[config.mk]
export PLATFORM = sky130hd
export DESIGN_NAME = bpc_mulmod
export DESIGN_NICKNAME = d
export VERILOG_FILES = /design/src/rtl/bpc_pkg.sv /design/src/rtl/bpc_mulmod.sv
export SDC_FILE = /design/constraint.sdc
export NUM_CORES = 1
export LEC_CHECK = 0
export ABC_AREA = 0
export ABC_CLOCK_PERIOD_IN_PS = 10300
export BUFFER_PORTS_ARGS = -buffer_cell sky130_fd_sc_hd__buf_4
export CAP_MARGIN = 20
export CORE_UTILIZATION = 48
export DETAILED_ROUTE_END_ITERATION = 10
export HOLD_SLACK_MARGIN = 0.15
export MAX_ROUTING_LAYER = met4
export PLACE_DENSITY = 0.7
export SLEW_MARGIN = 20
export SYNTH_ARGS = -nofsm -noshare
export SYNTH_HDL_FRONTEND = slang
export SYNTH_SLANG_ARGS = --single-unit
[constraint.sdc]
create_clock -name clock -period 10.3 [get_ports clock]
set_clock_uncertainty 0.15 [all_clocks]
set_input_delay 1.03 -clock clock [delete_from_list [all_inputs] [get_ports clock]]
set_output_delay 1.03 -clock clock [all_outputs]
set_load 0.05 [all_outputs]
[src/rtl/bpc_pkg.sv]
`default_nettype none

package bpc_pkg;

   // Field widths
   localparam int MD_W     = 14;
   localparam int WIDE_W   = 20;
   localparam int NARROW_W = 11;

   localparam logic [MD_W-1:0] MODULUS_RESET = MD_W'(10007);

   // Pascal row store
   localparam int MAX_K     = 1024;
   localparam int ROW_DEPTH = MAX_K + 1;
   localparam int ROW_AW    = $clog2(ROW_DEPTH);

   // Serial modular multiplier: one multiplier bit per cycle
   localparam int MM_STEPS = WIDE_W;
   localparam int MM_CW    = $clog2(MM_STEPS);

   typedef struct packed {
      logic              start;
      logic [WIDE_W-1:0] op_a;
      logic [MD_W-1:0]   op_x;
   } mm_req_type;

   typedef struct packed {
      logic            done;
      logic [MD_W-1:0] result;
   } mm_rsp_type;

   typedef enum logic [3:0] {
      S_IDLE,
      S_RED,
      S_PW_CHK,
      S_PW_MUL,
      S_PW_SQR,
      S_CLEAR,
      S_ROW_START,
      S_ROW,
      S_FETCH,
      S_FETCH_WAIT,
      S_MUL_AB,
      S_MUL_C,
      S_DONE
   } state_type;

endpackage

`default_nettype wire

[src/rtl/bpc_mulmod.sv]
`default_nettype none

// Shift-and-add modular multiplier: result = op_a * op_x mod md.
// op_a is scanned MSB first, one bit per cycle; op_x must be below md.
module bpc_mulmod (
   input  wire logic                      clock,
   input  wire logic                      reset,
   input  wire logic [bpc_pkg::MD_W-1:0]  md,
   input  wire bpc_pkg::mm_req_type       mm_req,
   output bpc_pkg::mm_rsp_type            mm_rsp
);
   import bpc_pkg::*;

   logic                busy_ff, busy_in;
   logic                done_ff, done_in;
   logic [MM_CW-1:0]    cnt_ff, cnt_in;
   logic [WIDE_W-1:0]   a_ff, a_in;
   logic [MD_W-1:0]     x_ff, x_in;
   logic [MD_W-1:0]     acc_ff, acc_in;

   logic [MD_W+1:0]     dbl_sum;
   logic [MD_W+1:0]     md_x1;
   logic [MD_W+1:0]     md_x2;
   logic [MD_W+1:0]     step_val;

   // One step: acc = (2*acc + bit*x) mod md, sum stays below 3*md
   always_comb begin
      md_x1   = (MD_W+2)'(md);
      md_x2   = (MD_W+2)'({md, 1'b0});
      dbl_sum = (MD_W+2)'({acc_ff, 1'b0}) + (a_ff[WIDE_W-1] ? (MD_W+2)'(x_ff) : '0);
      if (dbl_sum >= md_x2) begin
         step_val = dbl_sum - md_x2;
      end else if (dbl_sum >= md_x1) begin
         step_val = dbl_sum - md_x1;
      end else begin
         step_val = dbl_sum;
      end
   end

   // Sequencing
   always_comb begin
      busy_in = busy_ff;
      done_in = 1'b0;
      cnt_in  = cnt_ff;
      a_in    = a_ff;
      x_in    = x_ff;
      acc_in  = acc_ff;
      if (busy_ff) begin
         acc_in = MD_W'(step_val);
         a_in   = {a_ff[WIDE_W-2:0], 1'b0};
         cnt_in = cnt_ff - MM_CW'(1);
         if (cnt_ff == '0) begin
            busy_in = 1'b0;
            done_in = 1'b1;
         end
      end else if (mm_req.start) begin
         busy_in = 1'b1;
         cnt_in  = MM_CW'(MM_STEPS - 1);
         a_in    = mm_req.op_a;
         x_in    = mm_req.op_x;
         acc_in  = '0;
      end
   end

   always_ff @(posedge clock) begin
      if (reset) begin
         busy_ff <= 1'b0;
         done_ff <= 1'b0;
      end else begin
         busy_ff <= busy_in;
         done_ff <= done_in;
      end
      cnt_ff <= cnt_in;
      a_ff   <= a_in;
      x_ff   <= x_in;
      acc_ff <= acc_in;
   end

   assign mm_rsp.done   = done_ff;
   assign mm_rsp.result = acc_ff;

endmodule

`default_nettype wire

==> metrics.yaml <==
logic_synthesis:
  ys_types: 58
  synthCells: 455
  synth_ff_type: "edfxtp_1"
  yosysWarnings: 0
  ys_ff_latch: 55
  synth_edf_count: 52
  synth_seq_area_share_pct: 36.67
  async_flop_share_pct: 0
  synth_area_um2: 4422
  syn_nets: 551
  synth_area_per_cell_um2: 9.718
status:
  failed_checks: "DRC"
  status: "finished, violations left"
sta:
  tightest_slew_ps: 879.1
  period_share_pct: 48.01
  period_needed_ps: 4945
  fin_setup_tns_ps: 0
  rsz0062_at_grt: "no"
  slew_headroom_pct: 41.18
  hold_viol_final: 0
  final-max-slew-violation-count: 0
  setup_viol: 0
  fmax_ghz: 0.2022
  holdWs_ps: 347.4
flow_run:
  drv_cap: 0
critical_path:
  required_ps: 10260
  path_class: "register to register"
  arrival_ps: 4900
  path_max_fanout: 15
  cp-end-kind: "register"
  crit_path_start_kind: "register"
placed_design:
  hpwl_mm: 8.254
  gp_congestion: 0.8360
  portBuffers: 65
layout:
  areaGrowthSynthToFinish_pct: 14.71
  multi_input_area_um2: 2609
  drive_gt1_share_pct: 17.60
  diodes: 0
  nFillCells: 801
  regArea_um2: 1622
  num-nets-final: 612
clocking:
  clkSinkCount: 55
  cts_resized: 0
  clock-root-buffer: "clkbuf_8"
  clk_latency_ps: 300
  htreeDepth: 2
  clk_pin_slew_ps: 100
  cts_max_path_buffers: 2
  cts_tree: "done"
  postCtsHoldBufs: 0
  cts_made_buffers: 5
  post_cts_buffers: 0
drt:
  vias: 3662
  drt_wl_total_mm: 10.27
  drtPass1Iterations: 7
  first_iter_violations: 176
  route.detailed.drc: 3
  viasPerCell: 5.859
  ant_nets: 0
  routedWlPerCell_um: 16.42
pwr:
  p_total_w: 0.001574
  peakVddDrop_mv: 0.1302
  p_leak_nw: 2.180
  power_density_nw_per_um2: 310.4
floorplanning:
  ios: 66
  core_area_um2: 8806
  fp.dieH_um: 97.98
  dieArea_um2: 9600
  start_util_pct: 50.21
  core.rowCount: 34
  dieWidth_um: 97.98
global_route:
  grt_antenna_before_repair: 0
  grt_max_degree: 32
  grt_pass1_vias: 3559
  grt_first_pass_wirelength_mm: 16.89
  grt.overflow.total: 0
  grtUsageTotal_pct: 22.51
worst_hold_path:
  min_path_type: "register to register"
-- path summary, 6_finish.rpt --
check	slack, ps	to	cells after the start	start
max	5350	acc_ff[12]	15	a_ff[19]
min	350	done_ff	1	cnt_ff[4]
max reg2reg	5350	acc_ff[12]	15	a_ff[19]
min reg2reg	350	done_ff	1	cnt_ff[4]
-- synth_stat cells (all sizes together), types with 8 or more instances --
library cell	instances	share of area [%]
buf	8	1.4
a21oi	34	3.8
nand2	24	2.0
a311oi	15	3.1
nor2	27	2.3
or3	8	1.1
xnor2	21	4.2
nor3	16	1.8
o21ai	30	3.6
inv	28	2.4
edfxtp	52	35
a22o	19	3.8
ha	42	12
nand3	23	2.6
a21o	9	1.5
and2	15	2.2
-- cell type report --
type	instances	share of cell area (%)
clock inverter	1	0.1480
sequential	55	31.97
multi-input combinational	357	51.43
inverter	28	2.072
tap	108	2.664
timing repair buffer	69	10.21
clock buffer	7	1.505
-- sequential cells by signal, indices dropped and copies added (netlist names) --
register / flops
cnt_ff: 5
acc_ff: 14
busy_ff: 1
done_ff: 1
a_ff: 20
x_ff: 14
-- where the power goes --
group / total (W) / internal (W) / switching (W)
clock network: 0.000117 / 0.0000483 / 0.0000688
logic: 0.00113 / 0.000437 / 0.000691
registers: 0.000329 / 0.000299 / 0.0000300
-- logic make-up (layout without fill, tap and decap cells) --
family | after synthesis | in the layout | synth area share (%)
AO/OA/AOI/OAI | 152 | 152 | 24.76
AND/OR/NAND/NOR | 127 | 127 | 14.15
flip-flops | 55 | 55 | 36.67
adder cells (fa/ha/maj) | 45 | 45 | 13.24
buffers and inverters | 43 | 105 | 4.386
XOR/XNOR | 28 | 28 | 5.546
multiplexers | 5 | 5 | 1.245
-- layer usage --
metal | part of all wire [%] | global-route usage (%) | routed length (um) | up-vias
met5 | 0 | - | 0 | -
met4 | 1.0 | 4.662 | 107 | 0
met3 | 2.5 | 2.147 | 258 | 9
met2 | 50 | 38.57 | 5148 | 64
met1 | 46 | 28.96 | 4750 | 1719
li1 | - | - | - | 1870
-- metrics by stage --
stage / area [um2] / std cells / setup WS, ps / util (%)
2_1_floorplan: 4422 / 455 / 6013 / -
3_3_place_gp: 4989 / 617 / 5630 / 56.65
3_5_place_dp: 4989 / 617 / 5367 / 56.65
4_1_cts: 5072 / 625 / 5338 / 57.60
5_1_grt: 5072 / 625 / 4915 / 57.60
6_report: 5072 / 625 / 5355 / 57.60
-- cell usage in the layout (no fill, tap or decap), types with 9 or more instances in the layout --
| cell type | instances |
|---|---|
| buf_4 | 69 |
| edfxtp_1 | 52 |
| ha_1 | 42 |
| a21oi_1 | 34 |
| inv_1 | 28 |
| nor2_1 | 27 |
| o21ai_0 | 25 |
| nand2_1 | 24 |
| nand3_1 | 23 |
| xnor2_1 | 21 |
| a22o_1 | 19 |
| nor3_1 | 16 |
| and2_1 | 14 |
| a311oi_1 | 14 |
| a21o_1 | 9 |
-- critical path: stages, from the launching register on --
cell and delay [ps]:
edfxtp_1 550, and2_1 220, ha_1 230, fa_1 450, a211oi_2 250, o21bai_1 100, a21oi_1 180, xnor2_1 220
ha_1 330, a21oi_1 420, nor2_1 120, nor3_1 190, a21oi_1 110, nor2_1 690, nand3_1 170, a311oi_1 350
No activity file was read; power rests on OpenSTA's default activity.
